**config.mk**
```make
export PLATFORM = sky130hd
export DESIGN_NAME = tpra_prep
export DESIGN_NICKNAME = d
export VERILOG_FILES = /design/src/rtl/core/tpra_pkg.sv /design/src/rtl/core/tpra_prep.sv
export SDC_FILE = /design/constraint.sdc
export NUM_CORES = 1
export LEC_CHECK = 0
export BUFFER_PORTS_ARGS = -buffer_cell sky130_fd_sc_hd__buf_2
export CAP_MARGIN = 30
export CORE_MARGIN = 4
export CORE_UTILIZATION = 45
export DETAILED_ROUTE_END_ITERATION = 6
export PLACE_DENSITY = 0.84
export SKIP_LAST_GASP = 1
export SLEW_MARGIN = 10
export SYNTH_ARGS = -nofsm -noshare
export SYNTH_HDL_FRONTEND = slang
export SYNTH_SLANG_ARGS = --single-unit
```
**constraint.sdc**
```tcl
create_clock -name clk -period 5.9 [get_ports clk]
set_input_delay 0.885 -clock clk [delete_from_list [all_inputs] [get_ports clk]]
set_output_delay 0.885 -clock clk [all_outputs]
set_load 0.02 [all_outputs]
```
**src/rtl/core/tpra_pkg.sv**
```systemverilog
`timescale 1ns / 1ps
// ----------------------------------------------------------------------------
// tpra_pkg
// Shared constants and the arctangent table for the two-point rotation core.
// ----------------------------------------------------------------------------
package tpra_pkg;

  localparam int COORD_BITS   = 12;
  localparam int ANGLE_BITS   = 16;
  localparam int CORDIC_STEPS = 16;
  localparam int GUARD_BITS   = 8;
  localparam int OUT_BITS     = 16;
  localparam int TABLE_LEN    = 24;
  localparam int NUM_FIELDS   = 8;

  // atan(2^-i) in units of 2^-32 turn
  localparam logic [31:0] ATAN_TURN32 [TABLE_LEN] = '{
    32'd536870912, 32'd316933406, 32'd167458907, 32'd85004756,
    32'd42667331,  32'd21354465,  32'd10679838,  32'd5340245,
    32'd2670163,   32'd1335087,   32'd667544,    32'd333772,
    32'd166886,    32'd83443,     32'd41722,     32'd20861,
    32'd10430,     32'd5215,      32'd2608,      32'd1304,
    32'd652,       32'd326,       32'd163,       32'd81
  };

  // table entry reduced to Ab-bit turn units, rounded half up
  function automatic logic [31:0] atan_entry(input int Step, input int Ab);
    logic [32:0] e;
    e = {1'b0, ATAN_TURN32[Step % TABLE_LEN]} + (33'd1 << (31 - Ab));
    return 32'(e >> (32 - Ab));
  endfunction

endpackage

```
**src/rtl/core/tpra_prep.sv**
```systemverilog
`timescale 1ns / 1ps
// ----------------------------------------------------------------------------
// tpra_prep
// Forms both difference vectors, scales them and folds the left half-plane.
// ----------------------------------------------------------------------------
module tpra_prep #(
  parameter int COORD_BITS = tpra_pkg::COORD_BITS,
  parameter int ANGLE_BITS = tpra_pkg::ANGLE_BITS,
  parameter int W          = COORD_BITS + tpra_pkg::GUARD_BITS + 3
) (
  input  logic                                        clk,
  input  logic                                        rst,
  input  logic                                        in_valid,
  output logic                                        in_ready,
  input  logic [tpra_pkg::NUM_FIELDS*COORD_BITS-1:0]  in_data,
  output logic                                        out_valid,
  input  logic                                        out_ready,
  output logic [1:0][W-1:0]                           out_x,
  output logic [1:0][W-1:0]                           out_y,
  output logic [1:0][ANGLE_BITS-1:0]                  out_z,
  output logic [1:0]                                  out_zero
);

  logic [1:0][W-1:0]          x_next;
  logic [1:0][W-1:0]          y_next;
  logic [1:0][ANGLE_BITS-1:0] z_next;
  logic [1:0]                 zero_next;

  always_comb begin
    logic [COORD_BITS-1:0] fx, fy, sx, sy;
    logic [COORD_BITS:0]   dx, dy;
    logic [W-1:0]          xs, ys;
    for (int k = 0; k < 2; k++) begin
      fx = in_data[(4*k+0)*COORD_BITS +: COORD_BITS];
      fy = in_data[(4*k+1)*COORD_BITS +: COORD_BITS];
      sx = in_data[(4*k+2)*COORD_BITS +: COORD_BITS];
      sy = in_data[(4*k+3)*COORD_BITS +: COORD_BITS];
      dx = {1'b0, sx} - {1'b0, fx};
      dy = {1'b0, sy} - {1'b0, fy};
      xs = W'($signed(dx)) <<< tpra_pkg::GUARD_BITS;
      ys = W'($signed(dy)) <<< tpra_pkg::GUARD_BITS;
      zero_next[k] = (dx == '0) && (dy == '0);
      if (dx[COORD_BITS]) begin
        x_next[k] = -xs;
        y_next[k] = -ys;
        z_next[k] = ANGLE_BITS'(1) << (ANGLE_BITS - 1);
      end else begin
        x_next[k] = xs;
        y_next[k] = ys;
        z_next[k] = '0;
      end
    end
  end

  assign in_ready = !out_valid || out_ready;

  always_ff @(posedge clk) begin
    if (rst) begin
      out_valid <= 1'b0;
    end else if (in_ready) begin
      out_valid <= in_valid;
    end
  end

  always_ff @(posedge clk) begin
    if (in_valid && in_ready) begin
      out_x    <= x_next;
      out_y    <= y_next;
      out_z    <= z_next;
      out_zero <= zero_next;
    end
  end

endmodule

```
After elaboration in Yosys (flattened, before gate mapping)
Cells that the tools add are included.
W data, S select, Z words.

word-level totals
  register bits after elaboration = 127
  output and inout port bits = 128

cells by class
  add/subtract/negate cells = 8
  multiplexer cells = 6
  reduce and logical (&&, ||, !) cells = 9

operators with widths
  kind                 count
  $neg A23 Y23         4
  $logic_not A13 Y1    4
  $sub A12 B12 Y13     4
  $mux W23             2
  $mux W20             2
  $mux W16             2
  $logic_and A1 B1 Y1  3
  $logic_not A1 Y1     1
  $logic_or A1 B1 Y1   1

Depth between registers and ports, before layout
  depth after elaboration = 3
  gate-level depth with buffers = 14
  mapped depth without buffers = 12

Worst setup path before layout
No wires, ideal clock.

  path kind = input to register
  start point = input port in_data[50] (netlist name)
  end point = register out_y[42] (netlist name), data pin
  arrival time = 3.063 ns
  setup slack = 2.565 ns
  stages = 13
  buffers on the path = 2
  cells stage by stage = inv_1 ha_1 nor2b_1 o31a_1 or4_1 a21oi_2 o21ai_1 a31o_1 buf_6 inv_2 buf_6 nand2_1 xor2_1

RTL lines
  what                  RTL line         text
  from (decl)           tpra_prep.sv:15  input logic [tpra_pkg::NUM_FIELDS*COORD_BITS-1:0] in_data,
  to (signal assigned)  tpra_prep.sv:68  out_y <= y_next;
  to (decl)             tpra_prep.sv:19  output logic [1:0][W-1:0] out_y,

==> metrics.cfg <==
[synthesis]
synthAdderAreaFrac_pct = 11.7
synth_compound_area_share_pct = 20.1
syn_inst = 689
avgSynthCellArea_um2 = 9.05
yosys.area.top_type = edfxtp_1
synth-simple-area-share_pct = 14.9
ys_types = 77
synth-xor-area-share_pct = 8.43
synth_top_area_share_pct = 30.8
synth.area.top_cells = edfxtp_1 31%, ha_1 10%, buf_4 7.5%, xnor2_1 6.0%, inv_1 4.3%
ys.flop_type = edfxtp_1
syn_area_um2 = 6240
yosysSeqAreaShare_pct = 31.1
ys_seq_elements = 65
synth_top_family_by_area = compound AO/OA/AOI/OAI gates
synth_edf_count = 64
ys_warn_count = 0
synth.area.mux_share_pct = 0.321
synthArstFlopShare_pct = 0

[clock_network]
cts_tree = built
clkTransAtPathRegs_ps = 50
hold_buffers = 0
cts.htree.levels = 3
cts_buffers = 9
cts_max_path_buffers = 2
clockRootBuffer = clkbuf_16
postCtsSetupRepairBufs = 0
clock_latency_ps = 320
postCtsResizedCells = 0
clock-sinks = 65

[worst_hold_path]
min_path_type = reg -> reg

[grt]
grt_max_degree = 65
grt_pass1_vias = 4842
antenna_found_initial = 0
overflow = 0
grt_first_pass_wirelength_um = 22300
grtUsageTotal_pct = 16.7

[cells_and_area]
nets = 1013
final_common_cell = buf_2
drive_gt1_share_pct = 23.5
final_cell_mix = 165 x buf_2, 72 x inv_1, 66 x conb_1, 64 x edfxtp_1, 52 x ha_1
diodes = 0
area_growth_pct = 16.4
final_util_pct = 54.2

[setup_path]
crit_path_max_fanout = 24
path_cells = buf_2, inv_1, ha_1, fa_1, nor2b_1, o31a_2, o21a_1, and3_2, o31ai_1, nand2b_1, inv_1, o21ai_0, xor2_1
crit_top_cell = inv_1
cp_slowest_cell = inv_1
crit_arrival_ps = 3760
critPathLaunchType = input port
crit_type = in -> reg
endpoint_kind = flop
critPathMaxStageDelay_ps = 590
required_ps = 5960

[sta]
fin_crit_ps = 3700
slew_headroom_pct = 47.3
fmax_mhz = 271
tns_ps = 0
final-setup-viol-count = 0
final_hold_viol_count = 0
rsz0062_at_grt = no
finalCritPeriodShare_pct = 62.6
drv_slew = 0
worst_pin_slew_ps = 791
finClkSkew_ps = 3.60

[die]
std_cell_rows = 42
dieArea_um2 = 15800
num_io_pins = 228
core-area_um2 = 13400
die_h_um = 126
initial_core_util_pct = 46.5
die_x_um = 126

[place]
place_hpwl_um = 11400
io_buffers = 165
globalplace.congestion = 0.902

[routing]
firstDrtPassIters = 4
drt-vias-per-instance = 5.16
num_vias = 5353
initialDrtViolationCount = 280
post_drt_wl_per_cell_um = 13.6
drc = 0
totalWireLength_um = 14100
ant_nets = 0

[power_and_ir_drop]
p_leak_nw = 3.40
ir_worst_vdd_uv = 139
power_density_nw_per_um2 = 259
total_power_w = 0.00188

[run_status]
status = completed

[flow_run]
drv_cap = 0

==> final cells by class <==
cell class	count	area [µm²]
clock inverter	7	61.3
timing repair buffer	166	833
clock buffer	9	225
inverter	73	274
multi-input combinational	542	3710
fill	1234	6140
tap	176	220
sequential	65	1940
==> stage by stage <==
step                setup WS [ps]  cell area [µm²]  instances  hold WS [ps]
detailed placement           1840             6980       1022           510
CTS                          2220             7260       1038           517
global placement             2070             6980       1022           498
finish                       2200             7260       1038           513
floorplan                    2560             6480        754           729
global route                 1920             7260       1038           562
==> worst max-delay path: cells and delay by family <==
family	cells	cell delay, ps
AO/OA/AOI/OAI	4	1030
XOR/XNOR	1	190
AND/OR/NAND/NOR	3	500
adder cells (fa/ha/maj)	2	400
buffers and inverters	3	740
==> cells in the mapped netlist, types with 3 or more instances <==
cell type  number
nand4_1         3
and3_1          8
nand3_1        10
xor2_1         17
edfxtp_1       64
nor2b_1        12
a21oi_1        27
a31oi_1         4
nor4_1          6
nand2b_1       10
a31o_2          3
a21o_1         11
o2111ai_1       5
o31a_1          5
nor3_1         14
a21boi_0        4
nor2_1         47
buf_4          62
o21ai_0        44
xnor2_1        43
or3_1           4
inv_1          72
nand2_1        38
o31ai_1        10
buf_6           6
or2_2           4
buf_2           3
o21a_1         15
fa_1            4
ha_1           52
o211ai_1       14
and2_1          5
o211a_1         4
a211oi_1        5
==> where the power goes <==
group,switching [W],total (W),internal [W]
Clock,0.000185,0.000506,0.000321
Sequential,0.0000186,0.000629,0.000611
Combinational,0.000466,0.000744,0.000278
==> cell families after synthesis <==
family / after synthesis
and+or+nand+nor: 180
adders and majority gates: 56
DFF: 65
AOI/OAI and AO/OA: 178
buffers and inverters: 147
xor gates and xnor gates: 60
other: 1
muxes: 2
==> state kept, by name, summed over array words and instances (netlist names) <==
register   flops
out_valid      1
out_x         30
out_y         30
out_z          2
out_zero       2
==> routing by layer <==
layer / up-vias / GRT usage (%) / wire (µm) / part of all wire [%]
met1: 2458 / 22.2 / 6220 / 44
met3: 15 / 3.81 / 1040 / 7.4
li1: 2681 / - / - / -
met2: 199 / 27.1 / 6600 / 47
met5: - / 0 / 0 / 0
met4: 0 / 5.17 / 226 / 1.6
==> worst paths after layout <==
check | start | to | slack, ps | depth (start not counted)
setup / recovery | in_data[24] | out_x[17] | 2200 | 13
hold / removal | out_valid | out_valid | 510 | 2
setup reg to reg | out_valid | out_y[9] | 4330 | 3
hold reg to reg | out_valid | out_valid | 510 | 2
Note: power is estimated with default switching activity, not from simulation.
