`src/rtl/core/tpra_pkg.sv`:
```
`timescale 1ns / 1ps
// ----------------------------------------------------------------------------
// tpra_pkg
// Shared constants and the arctangent table for the two-point rotation core.
// ----------------------------------------------------------------------------
package tpra_pkg;

  localparam int COORD_BITS   = 12;
  localparam int ANGLE_BITS   = 16;
  localparam int CORDIC_STEPS = 16;
  localparam int GUARD_BITS   = 8;
  localparam int OUT_BITS     = 16;
  localparam int TABLE_LEN    = 24;
  localparam int NUM_FIELDS   = 8;

  // atan(2^-i) in units of 2^-32 turn
  localparam logic [31:0] ATAN_TURN32 [TABLE_LEN] = '{
    32'd536870912, 32'd316933406, 32'd167458907, 32'd85004756,
    32'd42667331,  32'd21354465,  32'd10679838,  32'd5340245,
    32'd2670163,   32'd1335087,   32'd667544,    32'd333772,
    32'd166886,    32'd83443,     32'd41722,     32'd20861,
    32'd10430,     32'd5215,      32'd2608,      32'd1304,
    32'd652,       32'd326,       32'd163,       32'd81
  };

  // table entry reduced to Ab-bit turn units, rounded half up
  function automatic logic [31:0] atan_entry(input int Step, input int Ab);
    logic [32:0] e;
    e = {1'b0, ATAN_TURN32[Step % TABLE_LEN]} + (33'd1 << (31 - Ab));
    return 32'(e >> (32 - Ab));
  endfunction

endpackage

```
`src/rtl/core/tpra_wrap.sv`:
```
`timescale 1ns / 1ps
// ----------------------------------------------------------------------------
// tpra_wrap
// Subtracts the reference angle, wraps it and rescales to the output width.
// ----------------------------------------------------------------------------
module tpra_wrap #(
  parameter int ANGLE_BITS = tpra_pkg::ANGLE_BITS
) (
  input  logic                                clk,
  input  logic                                rst,
  input  logic                                in_valid,
  output logic                                in_ready,
  input  logic [1:0][ANGLE_BITS-1:0]          in_z,
  input  logic [1:0]                          in_zero,
  output logic                                out_valid,
  input  logic                                out_ready,
  output logic signed [tpra_pkg::OUT_BITS-1:0] out_data
);

  logic [ANGLE_BITS-1:0]         cur;
  logic [ANGLE_BITS-1:0]         ref_angle;
  logic [ANGLE_BITS-1:0]         d;
  logic [32:0]                   aligned;
  logic [32:0]                   rounded;
  logic [tpra_pkg::OUT_BITS-1:0] data_next;

  assign cur       = in_zero[0] ? '0 : in_z[0];
  assign ref_angle = in_zero[1] ? '0 : in_z[1];
  assign d         = cur - ref_angle;
  assign aligned   = 33'(d) << (32 - ANGLE_BITS);
  assign rounded   = aligned + (33'd1 << (31 - tpra_pkg::OUT_BITS));
  assign data_next = rounded[31 -: tpra_pkg::OUT_BITS];

  assign in_ready = !out_valid || out_ready;

  always_ff @(posedge clk) begin
    if (rst) begin
      out_valid <= 1'b0;
    end else if (in_ready) begin
      out_valid <= in_valid;
    end
  end

  always_ff @(posedge clk) begin
    if (in_valid && in_ready) begin
      out_data <= $signed(data_next);
    end
  end

endmodule

```
`config.mk`:
```
export PLATFORM = sky130hd
export DESIGN_NAME = tpra_wrap
export DESIGN_NICKNAME = d
export VERILOG_FILES = /design/src/rtl/core/tpra_pkg.sv /design/src/rtl/core/tpra_wrap.sv
export SDC_FILE = /design/constraint.sdc
export NUM_CORES = 1
export LEC_CHECK = 0
export BUFFER_PORTS_ARGS = -buffer_cell sky130_fd_sc_hd__buf_2
export CORE_ASPECT_RATIO = 1.2
export CORE_MARGIN = 3
export CORE_UTILIZATION = 54
export CTS_BUF_LIST = sky130_fd_sc_hd__clkbuf_16
export CTS_CLUSTER_DIAMETER = 120
export DETAILED_ROUTE_END_ITERATION = 7
export PLACE_DENSITY = 0.85
export SLEW_MARGIN = 20
export SYNTH_ARGS = -nofsm -noshare
export SYNTH_HDL_FRONTEND = slang
export SYNTH_SLANG_ARGS = --single-unit
```
`constraint.sdc`:
```
create_clock -name clk -period 4 [get_ports clk]
set_input_delay 0 -clock clk [delete_from_list [all_inputs] [get_ports clk]]
set_output_delay 0 -clock clk [all_outputs]
set_load 0.005 [all_outputs]
```
* Word-level counts from Yosys, hierarchy flattened
Cells that the tools add are included.
Storage, ports and cells: bits in registers 17, bits in latches 0, memory bits (writable) 0, bits in read-only memories 0, input port bits 38, output and inout port bits 18, logic and storage cells 9, memories kept 0
Operators by class: $add $sub $neg 2, multiply operators 0, div/mod/pow operators 0, order comparisons 0, equal/unequal tests 0, shift operators 0, mux-type cells 2, bitwise gates (word level) 0, reductions and logical operators 3
Operator list (count):
- $add 32x16->32 const B | 1
- $mux 16 | 2
- $sub 16x16->16 | 1
- $logic_and 1x1->1 | 1
- $logic_not 1->1 | 1
- $logic_or 1x1->1 | 1

* Depth between registers and ports, before layout
word-level depth 3, gate-level depth with buffers 10, gate-level depth less buffers 9

* Worst setup path before layout
Ideal clock, no wire load.
path kind in2reg, from input in_zero[0], to register out_data[10] (netlist name) (data pin), setup time 256 ps, data arrival time 1969 ps, data required time 3744 ps, slack 1775 ps, stages 10, path buffers 1, cells stage by stage clkbuf_1 nand2b_1 ha_1 inv_1 fa_1 a21oi_1 nor2_1 a211o_1 mux2_4 and4_1
On the way: word-level cells in the longest chain between the ends 3
Ends and longest elaborated chain:
- start: declaration | line tpra_wrap.sv:14 | input logic [1:0] in_zero,
- $mux 16 | line tpra_wrap.sv:27 | assign cur = in_zero[0] ? '0 : in_z[0];
- $sub 16x16->16 | line tpra_wrap.sv:29 | assign d = cur - ref_angle;
- net d[10] | line tpra_wrap.sv:22 | logic [ANGLE_BITS-1:0] d;
- $add 32x16->32 | line tpra_wrap.sv:31 | assign rounded = aligned + (33'd1 << (31 - tpra_pkg::OUT_BITS));
- end signal: assignment | line tpra_wrap.sv:46 | out_data <= $signed(data_next);
- end: declaration | line tpra_wrap.sv:17 | output logic signed [tpra_pkg::OUT_BITS-1:0] out_data
The timed path passes the listed nets, and every way through them passes these cells. A chain may end at the register's enable or synchronous reset.

* Worst setup path in the final report
Ends and elaborated chain as after synthesis.

==> flow_metrics.py <==
metrics = {
    "finish": {
        "layout.nets": 288,
        "drive_above_1_share": 0.279,
        "fin_cells": 267,
        "area_delta_synth_final_pct": 22.3,
        "fin_util": 0.704,
        "design_area_mm2": 0.00200,
        "diodes": 0,
    },
    "power_and_ir_drop": {
        "vdd_drop_max_mv": 0.275,
        "switching_share": 0.287,
        "power_leakage_uw": 0.000884,
        "p_sw_uw": 190,
        "powerDensity_mw_per_mm2": 331,
        "seqPwrFrac": 0.355,
        "combPwrFrac": 0.359,
        "p_int_uw": 471,
        "pwr-share-clk": 0.287,
    },
    "sta": {
        "fin_worst_skew_ps": 1.77,
        "finalCriticalPeriod_ps": 2140,
        "setup_viol_count_final": 0,
        "setup_tns_ps": 0,
        "grt_setup_unrepaired": "false",
        "slew_headroom": 0.568,
        "clock.fmax_ghz": 0.468,
        "slew_violations": 0,
        "hold_viol_final": 0,
        "worst_slew_pin_slew_ps": 649,
        "period_share": 0.535,
    },
    "detailed_routing": {
        "wl_mm": 3.65,
        "drc": 0,
        "ant_nets": 0,
        "vias": 1518,
        "vias_per_cell": 5.69,
        "first_pass_iters": 4,
        "drtIter0Drc": 54,
        "avgRoutedWirePerCell_um": 13.7,
    },
    "clock_tree": {
        "clock_sinks": 17,
        "cts_setup_buffers": 0,
        "clk_pin_slew_ps": 50,
        "h-tree-depth": 1,
        "cts_tree": "yes",
        "clock_path_buffers": 2,
        "clk_latency_ps": 240,
        "numCtsBuffers": 3,
        "root_buffer": "clkbuf_16",
    },
    "floorplan": {
        "die_area_mm2": 0.00372,
        "core.rowCount": 21,
        "die_x_um": 56.2,
        "io_pins": 56,
        "die_height_um": 66.2,
        "core_mm2": 0.00284,
        "start_util": 0.575,
    },
    "yosys": {
        "async_flop_share": 0,
        "synth_top_area_share": 0.294,
        "synth.largest_area_cell": "edfxtp_1",
        "synth_edf_count": 16,
        "synth_area_leaders": "edfxtp_1 (29%), ha_1 (11%), nand2b_1 (7.3%), nor2b_1 (6.1%), a21oi_1 (4.3%)",
        "ys_ff_latch": 17,
        "avgSynthCellArea_um2": 8.92,
        "ys_types": 42,
        "ys_seq_area_frac": 0.307,
        "synth_warnings": 0,
        "netlist_instances": 183,
        "syn_area_mm2": 0.00163,
        "synth_ff_type": "edfxtp_1",
        "ys_top_cells_by_count": "nand2b_1 (19), edfxtp_1 (16), nor2b_1 (16)",
        "synth_fp_nets": 237,
        "yosysMostFrequentCell": "nand2b_1",
    },
    "grt": {
        "grt_usage": 0.205,
        "overflow": 0,
        "grt_pass1_vias": 1435,
        "antenna_found_initial": 0,
        "grt_pass1_wl_mm": 6.18,
        "grt_max_degree": 17,
    },
    "setup_path": {
        "critPathMaxFanout": 16,
        "setup.worst_path.class": "primary input to register",
        "arrival_ps": 2130,
        "worst_ep_required_time_ps": 4000,
        "end_kind": "register",
        "start_kind": "primary input",
    },
    "placement": {
        "dpl-instance-area_mm2": 0.00191,
        "hpwl_mm": 2.91,
        "dp_cells": 262,
        "port_buffers": 55,
        "place.gp.congestion": 0.848,
    },
    "run_status": {
        "run_status": "completed",
    },
    "min_path": {
        "hold_path_class": "primary input to register",
    },
    "flow_run": {
        "max_cap_viol_count": 0,
    },
}
==> through the flow <==
stage / total power, uW / hold slack, ps / worst slack, ps
after floorplan: 402 / 69.1 / 1770
after global placement: 463 / 162 / 1700
after detailed placement: 470 / 177 / 1640
after CTS: 662 / 16.3 / 1890
after global routing: 701 / 28.0 / 1770
final: 661 / 11.4 / 1860
==> power groups by stage <==
stage | clock, uW | sequential [uW] | combinational, uW
finish | 190 | 234 | 237
CTS | 191 | 235 | 236
detailed placement | 0 | 238 | 233
global placement | 0 | 237 | 226
global route | 201 | 236 | 264
floorplan | 0 | 243 | 159
==> area by class of cell <==
cell class	instances	area, um^2
timing repair buffer	56	285
tap	34	42.5
clock inverter	1	3.75
fill	237	841
clock buffer	3	75.1
inverter	8	30.0
multi-input combinational	148	1060
sequential	17	500
==> timing repair <==
item / 4_1_cts / 5_1_grt
hold buffers: 1 / 0
resized for setup: 0 / 0
endpoints found under the hold margin: 1 / 0
==> flip-flops by register name, indices dropped and copies added, names as in the netlist <==
register and flops:
out_valid 1, out_data 16
==> final timing paths <==
| kind | slack, ps | start | end | depth (start not counted) |
|---|---|---|---|---|
| max | 1860 | in_zero[0] | out_data[10] | 10 |
| min | 10 | in_valid | out_valid | 3 |
| max reg2reg | 2670 | out_valid | out_data[3] | 2 |
| min reg2reg | 540 | out_valid | out_valid | 2 |
==> layout by cell type, fill, tap and decap left out, types with 2 or more instances in the layout <==
cell type	count
a221oi_1	2
ha_1	15
xnor2_1	7
nand2b_1	19
inv_1	9
xor2_1	4
o21ai_0	7
nand4_1	4
a211oi_1	2
nor4_1	2
nor2_1	5
nand3_1	5
a21o_1	3
edfxtp_1	16
clkbuf_16	3
a21oi_1	14
nor2b_1	16
o311ai_0	2
nand2_1	14
nor3_1	6
buf_2	55
mux2i_1	2
==> critical path: stages <==
cell	delay (ps)
buf_2	220
nand2b_1	150
ha_1	160
inv_1	50
fa_1	400
a21oi_1	230
nor2_1	90
a211o_1	370
mux2_4	310
and4_1	150
==> metal layers <==
layer	track usage	vias up	part of all wire	wire length, um
met4	0.0920	0	0.022	81
met2	0.351	68	0.47	1710
met5	0	-	0	0
met1	0.260	681	0.44	1600
li1	-	760	-	-
met3	0.0234	9	0.069	252
==> cell families after synthesis <==
family / synth area share
AND/OR/NAND/NOR: 0.256
AO/OA/AOI/OAI: 0.185
buffers and inverters: 0.0444
flip-flops: 0.307
adder cells (fa/ha/maj): 0.127
XOR/XNOR: 0.0590
multiplexers: 0.0215
No activity file was read; power rests on OpenSTA's default activity.
