$ cat src/rtl/core/tpra_pkg.sv
`timescale 1ns / 1ps
// ----------------------------------------------------------------------------
// tpra_pkg
// Shared constants and the arctangent table for the two-point rotation core.
// ----------------------------------------------------------------------------
package tpra_pkg;

  localparam int COORD_BITS   = 12;
  localparam int ANGLE_BITS   = 16;
  localparam int CORDIC_STEPS = 16;
  localparam int GUARD_BITS   = 8;
  localparam int OUT_BITS     = 16;
  localparam int TABLE_LEN    = 24;
  localparam int NUM_FIELDS   = 8;

  // atan(2^-i) in units of 2^-32 turn
  localparam logic [31:0] ATAN_TURN32 [TABLE_LEN] = '{
    32'd536870912, 32'd316933406, 32'd167458907, 32'd85004756,
    32'd42667331,  32'd21354465,  32'd10679838,  32'd5340245,
    32'd2670163,   32'd1335087,   32'd667544,    32'd333772,
    32'd166886,    32'd83443,     32'd41722,     32'd20861,
    32'd10430,     32'd5215,      32'd2608,      32'd1304,
    32'd652,       32'd326,       32'd163,       32'd81
  };

  // table entry reduced to Ab-bit turn units, rounded half up
  function automatic logic [31:0] atan_entry(input int Step, input int Ab);
    logic [32:0] e;
    e = {1'b0, ATAN_TURN32[Step % TABLE_LEN]} + (33'd1 << (31 - Ab));
    return 32'(e >> (32 - Ab));
  endfunction

endpackage

$ cat src/rtl/core/tpra_cell.sv
`timescale 1ns / 1ps
// ----------------------------------------------------------------------------
// tpra_cell
// One CORDIC vectoring iteration for the current and reference vectors.
// ----------------------------------------------------------------------------
module tpra_cell #(
  parameter int ANGLE_BITS = tpra_pkg::ANGLE_BITS,
  parameter int W          = tpra_pkg::COORD_BITS + tpra_pkg::GUARD_BITS + 3,
  parameter int STEP       = 0
) (
  input  logic                       clk,
  input  logic                       rst,
  input  logic                       in_valid,
  output logic                       in_ready,
  input  logic [1:0][W-1:0]          in_x,
  input  logic [1:0][W-1:0]          in_y,
  input  logic [1:0][ANGLE_BITS-1:0] in_z,
  input  logic [1:0]                 in_zero,
  output logic                       out_valid,
  input  logic                       out_ready,
  output logic [1:0][W-1:0]          out_x,
  output logic [1:0][W-1:0]          out_y,
  output logic [1:0][ANGLE_BITS-1:0] out_z,
  output logic [1:0]                 out_zero
);

  localparam logic [ANGLE_BITS-1:0] T =
    ANGLE_BITS'(tpra_pkg::atan_entry(STEP, ANGLE_BITS));

  logic [1:0][W-1:0]          x_next;
  logic [1:0][W-1:0]          y_next;
  logic [1:0][ANGLE_BITS-1:0] z_next;

  always_comb begin
    logic [W-1:0] xs, ys;
    for (int k = 0; k < 2; k++) begin
      xs = W'($signed(in_x[k]) >>> STEP);
      ys = W'($signed(in_y[k]) >>> STEP);
      if (!in_y[k][W-1]) begin
        x_next[k] = in_x[k] + ys;
        y_next[k] = in_y[k] - xs;
        z_next[k] = in_z[k] + T;
      end else begin
        x_next[k] = in_x[k] - ys;
        y_next[k] = in_y[k] + xs;
        z_next[k] = in_z[k] - T;
      end
    end
  end

  assign in_ready = !out_valid || out_ready;

  always_ff @(posedge clk) begin
    if (rst) begin
      out_valid <= 1'b0;
    end else if (in_ready) begin
      out_valid <= in_valid;
    end
  end

  always_ff @(posedge clk) begin
    if (in_valid && in_ready) begin
      out_x    <= x_next;
      out_y    <= y_next;
      out_z    <= z_next;
      out_zero <= in_zero;
    end
  end

endmodule

$ cat config.mk
export PLATFORM = sky130hd
export DESIGN_NAME = tpra_cell
export DESIGN_NICKNAME = d
export VERILOG_FILES = /design/src/rtl/core/tpra_pkg.sv /design/src/rtl/core/tpra_cell.sv
export SDC_FILE = /design/constraint.sdc
export NUM_CORES = 1
export LEC_CHECK = 0
export ABC_AREA = 1
export BUFFER_PORTS_ARGS = -buffer_cell sky130_fd_sc_hd__buf_2
export CAP_MARGIN = 10
export CORE_ASPECT_RATIO = 1.4
export CORE_MARGIN = 4
export CORE_UTILIZATION = 55
export CTS_CLUSTER_SIZE = 24
export DETAILED_ROUTE_END_ITERATION = 6
export PLACE_DENSITY = 0.79
export SLEW_MARGIN = 20
export SYNTH_ARGS = -nofsm -noshare
export SYNTH_HDL_FRONTEND = slang
export SYNTH_SLANG_ARGS = --single-unit
$ cat constraint.sdc
create_clock -name clk -period 8.4 [get_ports clk]
set_clock_uncertainty 0.2 [all_clocks]
set_input_delay 0.84 -clock clk [delete_from_list [all_inputs] [get_ports clk]]
set_output_delay 0.84 -clock clk [all_outputs]
set_load 0.02 [all_outputs]
; Yosys cells after proc, flatten, opt, wreduce, memory -nomap -nowiden
; Cells that the tools add are included.
[classes]
n_reduce_logical = 3
multipliers = 0
n_bitwise = 0
eq_ne = 0
div = 0
shift = 0
n_addsub = 10
magnitude_cmp = 0
mux = 6
[op_table]
columns = op, count
row1 = $mux W23, 4
row2 = $sub A23 B23 Y23, 4
row3 = $add A23 B23 Y23, 2
row4 = $add A16 B14 Y16 const B, 2
row5 = $mux W16, 2
row6 = $sub A16 B14 Y16 const B, 2
row7 = $logic_and A1 B1 Y1, 1
row8 = $logic_not A1 Y1, 1
row9 = $logic_or A1 B1 Y1, 1
[totals]
latch_bits = 0
out_inout_bits = 128
mem_bits_rw = 0
mem_bits_ro = 0
regBits = 127
memories = 0
in_bits = 130

; Logic depth before layout (Yosys ltp)
; Gate-level depths: netlist (run 1).
[depth]
word_depth = 3
ltp_mapped = 16
mapped_depth_nobuf = 15

; Worst setup path before layout (run 1)
; No wires, ideal clock.
[synth_path]
path_type = input to register
from = input port in_valid
to = register out_x[10] (netlist bit), enable pin
arrival_time_ns = 6.854
t_required_ns = 7.552
path_stages = 2
path_slack_ns = 0.698
n_path_buf = 0
setup_ns = 0.648
cell_sequence = inv_1 -> a21oi_1
[synth_between]
elab_chain_cells = 1
[synth_rtl]
columns = element, line
row1 = "start, declared", tpra_cell.sv:13  ; input logic in_valid,
row2 = $logic_and A1 B1 Y1, tpra_cell.sv:62  ; if (in_valid && in_ready) begin
row3 = "end signal, assigned", tpra_cell.sv:63  ; out_x <= x_next;
row4 = "end, declared", tpra_cell.sv:21  ; output logic [1:0][W-1:0] out_x,
; No other way between the ends.
; A chain may end at the register's enable or synchronous reset.

==> results of run 1 <==
[per-stage QoR]
| step | utilization, % | instances | power (uW) | setup WS (ns) |
|---|---|---|---|---|
| finish | 63.9 | 2640 | 2520 | 5.31 |
| global route | 63.9 | 2640 | 2650 | 5.23 |
| CTS | 63.9 | 2640 | 2510 | 5.36 |
| detailed placement | 61.5 | 2608 | 1740 | 4.92 |
| global placement | 61.5 | 2608 | 1720 | 4.99 |
| floorplan | - | 2090 | 1450 | 0.698 |
[cells in the final DEF (no fill, tap or decap), types with 27 or more instances in the layout]
cell type,n
a21oi_1,101
buf_2,257
edfxtp_1,124
ha_1,138
inv_1,357
nand2_1,661
nand3_1,194
nand4_1,31
nor2_1,142
nor2_2,27
o21ai_0,65
xor2_1,28
[routing by layer]
| layer | vias to the layer above | part of all wire (%) | GRT usage [%] |
|---|---|---|---|
| met5 | - | 0 | 0 |
| met4 | 0 | 9.4 | 28.4 |
| met3 | 256 | 5.5 | 3.88 |
| met2 | 714 | 52 | 63.6 |
| met1 | 6614 | 33 | 33.8 |
| li1 | 7043 | - | - |
[worst max-delay path: cells and delay by family]
family                   cells  cell delay (ns)
buffers and inverters        4             1.34
XOR/XNOR                     2             0.31
adder cells (fa/ha/maj)      1             0.50
[cell type report]
type | count | share of cell area, %
flip-flops and latches | 125 | 23.7
repair buffers | 263 | 8.42
clock buffers | 17 | 2.69
clock inverters | 15 | 1.11
multi-input cells | 1530 | 52.7
inverters | 375 | 8.91
well taps | 315 | 2.49
[power groups by stage]
stage	clock [uW]	sequential [uW]	combinational, uW
3_3_place_gp	0	805	916
2_1_floorplan	0	890	565
3_5_place_dp	0	806	933
4_1_cts	778	794	938
6_report	777	793	950
5_1_grt	806	798	1040
[sequential cells by signal (all words and copies together) (netlist names)]
name and count:
out_zero 2, out_z 32, out_y 46, out_x 44
out_valid 1
[worst max path at each step]
stage	end
6_report	out_z[31]
5_1_grt	out_z[31]
4_1_cts	out_z[31]
3_5_place_dp	out_z[31]
3_3_place_gp	out_z[31]
2_1_floorplan	out_x[10]
[Yosys cell counts (all sizes together)]
cell | instances | area (um2)
a31oi | 2 | 12.5
nor3 | 14 | 75.1
o31ai | 3 | 22.5
a21o | 6 | 45.0
o211ai | 1 | 7.51
o22ai | 6 | 37.5
o21a | 1 | 7.51
and2 | 2 | 12.5
nand2 | 683 | 2650
xor2 | 28 | 245
fa | 8 | 160
edfxtp | 124 | 3720
buf | 56 | 415
and3 | 1 | 6.26
nor2 | 175 | 778
ha | 138 | 1730
nor4 | 4 | 31.3
o21bai | 18 | 139
nand3b | 4 | 33.8
a21oi | 117 | 642
nand4 | 31 | 194
a21boi | 1 | 7.51
dfxtp | 1 | 20.0
clkbuf | 4 | 15.0
inv | 373 | 1400
o21ai | 80 | 419
clkinv | 2 | 7.51
or2 | 5 | 31.3
xnor2 | 4 | 35.0
nand3 | 198 | 1010
[logic make-up after synthesis]
| family | synth area share, % |
|---|---|
| XOR/XNOR | 2.01 |
| AND/OR/NAND/NOR | 34.7 |
| buffers and inverters | 13.2 |
| adder cells (fa/ha/maj) | 13.6 |
| flip-flops | 26.9 |
| AO/OA/AOI/OAI | 9.63 |
==> results.yml, run 1 <==
global_route:
  grt_pass1_wl_mm: 75.1
  grt_usage_pct: 34.5
  grt_overflow: 0
  first_global_vias: 14800
  antenna_found_initial: 0
  grt_max_degree: 67
critical_path:
  reg2reg_depth: 3
  rr_startpoint: "out_valid"
  cp-start-kind: "input pin"
  startpoint: "in_y[45]"
  cpMaxStageDelayCell: "fa_1"
  cpMostUsedCell: "buf_4"
  crit_path_end_kind: "flip-flop"
  r2r_slack_ns: 5.84
  max_stage_delay_ns: 0.50
  rr_endpoint: "out_x[26]"
  worst-endpoint-required_ns: 8.36
  cp_max_fo: 48
  arrival_ns: 3.05
  crit_type: "input pin to flip-flop"
  cp_cell_sequence: "buf_2 > buf_4 > clkinv_1 > buf_4 > fa_1 > xnor2_1 > xor2_1"
worst_hold_path:
  hold_start: "out_valid"
  whs_path_depth: 2
  min_path_type: "flip-flop to flip-flop"
  hold_path_end: "out_valid"
clock_network:
  cts_tree: "built"
  post_cts_buffers: 0
  root_buffer: "clkbuf_16"
  postCtsHoldBufs: 0
  cts_buffers: 17
  cts.clk_slew.worst_paths_ns: 0.06
  htreeDepth: 4
  cts_buffer_depth: 2
  post_cts_resize_count: 0
  cts.sinks: 125
  clock_latency_ns: 0.43
power_and_ir_drop:
  switching_share_pct: 41.2
  p_switching_uw: 1040
  p_int_uw: 1480
  p_comb_share_pct: 37.7
  ir_worst_vdd_v: 0.000138
  p_clk_share_pct: 30.8
  pwr-share-seq_pct: 31.5
  cellLeakagePower_uw: 0.00865
  powerDensity_nw_per_um2: 159
yosys:
  syn_nets: 2366
  yosysSeqAreaShare_pct: 26.9
  ys_seq_elements: 125
  synth_cells: 2090
  yosys_warnings: 0
  avgSynthCellArea_um2: 6.66
  synth.distinct_cells: 49
  syn_area_um2: 13900
cells_and_area:
  final_layout_size_suffix_gt1_share_pct: 17.0
  fin_area_um2: 15800
  syn2layout_area_growth_pct: 13.7
  multi_input_area_um2: 8340
  diodes: 0
  seqCellArea_um2: 3740
  nets: 2588
  nFillCells: 2338
drt:
  postRouteAntennaNets: 0
  routed_wl_mm: 48.8
  routed_via_density: 5.54
  drc: 0
  first_pass_iters: 7
  wire_per_inst_um: 18.5
  route.vias.total: 14600
  drt-initial-drc-count: 1075
placed_design:
  placed_area_um2: 15200
  port_buffers: 257
  place_congestion: 1.07
  hpwl_mm: 40.5
die:
  design.core.area_um2: 24800
  ios: 258
  die_h_um: 196
  dieWidth_um: 142
  start_util_pct: 56.2
  die_area_um2: 27900
  rows: 68
sta:
  fin_worst_hold_slack_ns: 0.328
  setup_tns_ns: 0
  fmax_ghz: 0.323
  grt_setup_unrepaired: "no"
  tightestPinTransition_ns: 0.924
  min_period_over_period_pct: 36.8
  min_period_ns: 3.09
  relSlewSlack_pct: 38.4
  setup_viol: 0
  hold_viol: 0
  drv_slew: 0
status:
  status: "finished clean"
run:
  cap_violations: 0
(Power assumes the default switching activity.)
==> run 2, diff against run 1 <==
Settings changed: ABC_AREA 1 to 0, CORE_UTILIZATION 55 to 51.
Clock period 8.4 ns to 2.7 ns, I/O delays scaled along.
==> results.yml, run 2 <==
drt:
  wire_per_inst_um: 18.7
  routed_via_density: 5.58
  routed_wl_mm: 39.4
  drc: 0
  first_pass_iters: 6
  postRouteAntennaNets: 0
  route.vias.total: 11800
  drt-initial-drc-count: 695
sta:
  hold_viol: 0
  relSlewSlack_pct: 55.0
  min_period_ns: 2.63
  grt_setup_unrepaired: "no"
  drv_slew: 0
  min_period_over_period_pct: 97.6
  setup_viol: 0
  fmax_ghz: 0.380
  tightestPinTransition_ns: 0.668
global_route:
  grt_usage_pct: 31.6
  antenna_found_initial: 5
  first_global_vias: 12000
  grt_max_degree: 80
  grt_overflow: 0
  grt_pass1_wl_mm: 61.1
clock_network:
  cts.sinks: 125
  post_cts_buffers: 0
  clock_latency_ns: 0.44
  cts_buffers: 17
  root_buffer: "clkbuf_16"
  htreeDepth: 4
  cts.clk_slew.worst_paths_ns: 0.07
  cts_tree: "built"
  cts_buffer_depth: 2
die:
  ios: 258
  rows: 64
  dieWidth_um: 134
  die_area_um2: 24600
  design.core.area_um2: 21800
  start_util_pct: 51.8
  die_h_um: 184
cells_and_area:
  top_register: "out_y"
  final_common_cell: "buf_4"
  largest_reg_flops: 46
  syn2layout_area_growth_pct: 41.8
  nFillCells: 1733
  fin_area_um2: 16000
  layout_common_cells: "275 x buf_4, 257 x buf_2, 139 x inv_1"
  final_layout_size_suffix_gt1_share_pct: 34.2
  nets: 2072
  largestRegisters: "out_y (46), out_x (44), out_z (32)"
critical_path:
  arrival_ns: 2.62
  crit_path_end_kind: "flip-flop"
  crit_end: "out_y[19]"
  cp-start-kind: "input pin"
  crit_type: "input pin to flip-flop"
  rr_startpoint: "out_valid"
  r2r_slack_ns: 1.03
  rr_endpoint: "out_x[6]"
  cp_max_fo: 5
  max_stage_delay_ns: 0.43
  worst-endpoint-required_ns: 2.68
  cp_cell_sequence: "buf_2 > inv_1 > ha_1 > nor2b_1 > o311a_1 > o31a_1 > o41ai_1 > buf_4 > o311ai_4 > nand2b_1 > mux2i_1 > xnor2_1"
  worst-path-buf-inv: 3
  cpMaxStageDelayCell: "o41ai_1"
  worst-path-stages: 12
  startpoint: "in_x[1]"
  reg2reg_depth: 3
  critPathTopFamily: "compound AO/OA/AOI/OAI gates"
yosys:
  yosysMostFrequentCell: "inv_1"
  syn_nets: 1545
  synth_area_leader_cell: "edfxtp_1"
  synth_ff_type: "edfxtp_1"
  ys_seq_elements: 125
  yosysSeqAreaShare_pct: 33.2
  synth.distinct_cells: 67
  synth_cells: 1269
  avgSynthCellArea_um2: 8.89
  yosys_warnings: 0
  synth_top_cell_area_share_pct: 33.0
  synth-edff-count: 124
  yosys-top-cells-count: "141 x inv_1, 138 x ha_1, 133 x a21oi_1"
  syn_area_um2: 11300
  synth_area_leaders: "edfxtp_1 33%, ha_1 15%, a21oi_1 5.9%"
  async_flop_share_pct: 0
power_and_ir_drop:
  p_total_uw: 7950
  powerDensity_nw_per_um2: 497
  ir_worst_vdd_v: 0.000468
  cellLeakagePower_uw: 0.00763
placed_design:
  hpwl_mm: 31.4
  place_congestion: 0.991
  placed_area_um2: 14900
  port_buffers: 257
run:
  cap_violations: 0
status:
  status: "finished clean"
worst_hold_path:
  min_path_type: "input pin to flip-flop"
run 2: changes by cell type in the layout (fill, tap and decap cells not counted), sizes merged, moves of 70 or more:
cell and delta:
buf +272, inv -231, nand2 -626, nand3 -188, nor2 -84, xnor2 +70
run 2: cells by family after synthesis:
kind of cell,share of synthesized area [%]
fa+ha+maj,16.7
simple gates,12.2
mux,1.33
flops,33.2
buf+inv,7.09
xor+xnor,6.83
compound gates,22.6
run 2: timing repair:
item / CTS / global route
gates resized for setup: 7 / 38
pin swaps: 1 / 10
hold buffers: 34 / 0
endpoints found under the hold margin: 35 / 0
endpoints found under the setup margin: 16 / 31
run 2: worst min-delay path by stage:
| stage | start | end | slack (ns) | depth (start not counted) |
|---|---|---|---|---|
| after global placement | rst | out_valid | 0.22 | 2 |
| after global routing | in_z[31] | out_z[31] | 0.08 | 3 |
| final | in_z[31] | out_z[31] | 0.04 | 3 |
| after floorplan | rst | out_valid | 0.14 | 1 |
| after detailed placement | rst | out_valid | 0.23 | 2 |
| after CTS | in_z[31] | out_z[31] | 0.03 | 3 |
run 2: layout make-up:
| cell class | count | area [um2] | area share, % |
|---|---|---|---|
| antenna | 1 | 2.50 | 0.0157 |
| multi-input combinational | 938 | 7000 | 43.8 |
| sequential | 125 | 3740 | 23.4 |
| clock inverter | 15 | 153 | 0.955 |
| clock buffer | 17 | 425 | 2.66 |
| inverter | 145 | 544 | 3.40 |
| timing repair buffer | 569 | 3750 | 23.5 |
| tap | 297 | 372 | 2.32 |
run 2: layer usage:
layer / track usage (%) / share of wire, % / wire length (um)
met5: 0 / 0.18 / 71
met1: 32.0 / 34 / 13500
met2: 60.3 / 54 / 21200
met3: 5.97 / 5.6 / 2220
met4: 18.0 / 6.1 / 2400
run 2: worst register-to-register path: cells and delay by family, from the launching register on:
family                 cells  cell delay (ns)
AND/OR/NAND/NOR            2             0.36
buffers and inverters      1             0.36
flip-flops                 1             0.33
run 2: metrics by stage:
step	worst slack [ns]	instances	setup TNS (ns)	utilization, %	hold slack, ns
after floorplan	0.00197	1269	0	-	0.139
after global placement	-0.495	2040	-15.65	68.4	0.224
after detailed placement	-0.586	2040	-18.32	68.4	0.227
after CTS	-0.00674	2106	-0.0101	72.7	0.0350
after global routing	0.00338	2106	0	73.4	0.0770
final	0.0655	2107	0	73.4	0.0407
run 2: power breakdown:
part	leakage, uW	switching, uW	total, uW	internal, uW
Combinational	0.00615	1780	3130	1350
Sequential	0.00121	73.9	2540	2460
Clock	0.000279	987	2290	1300
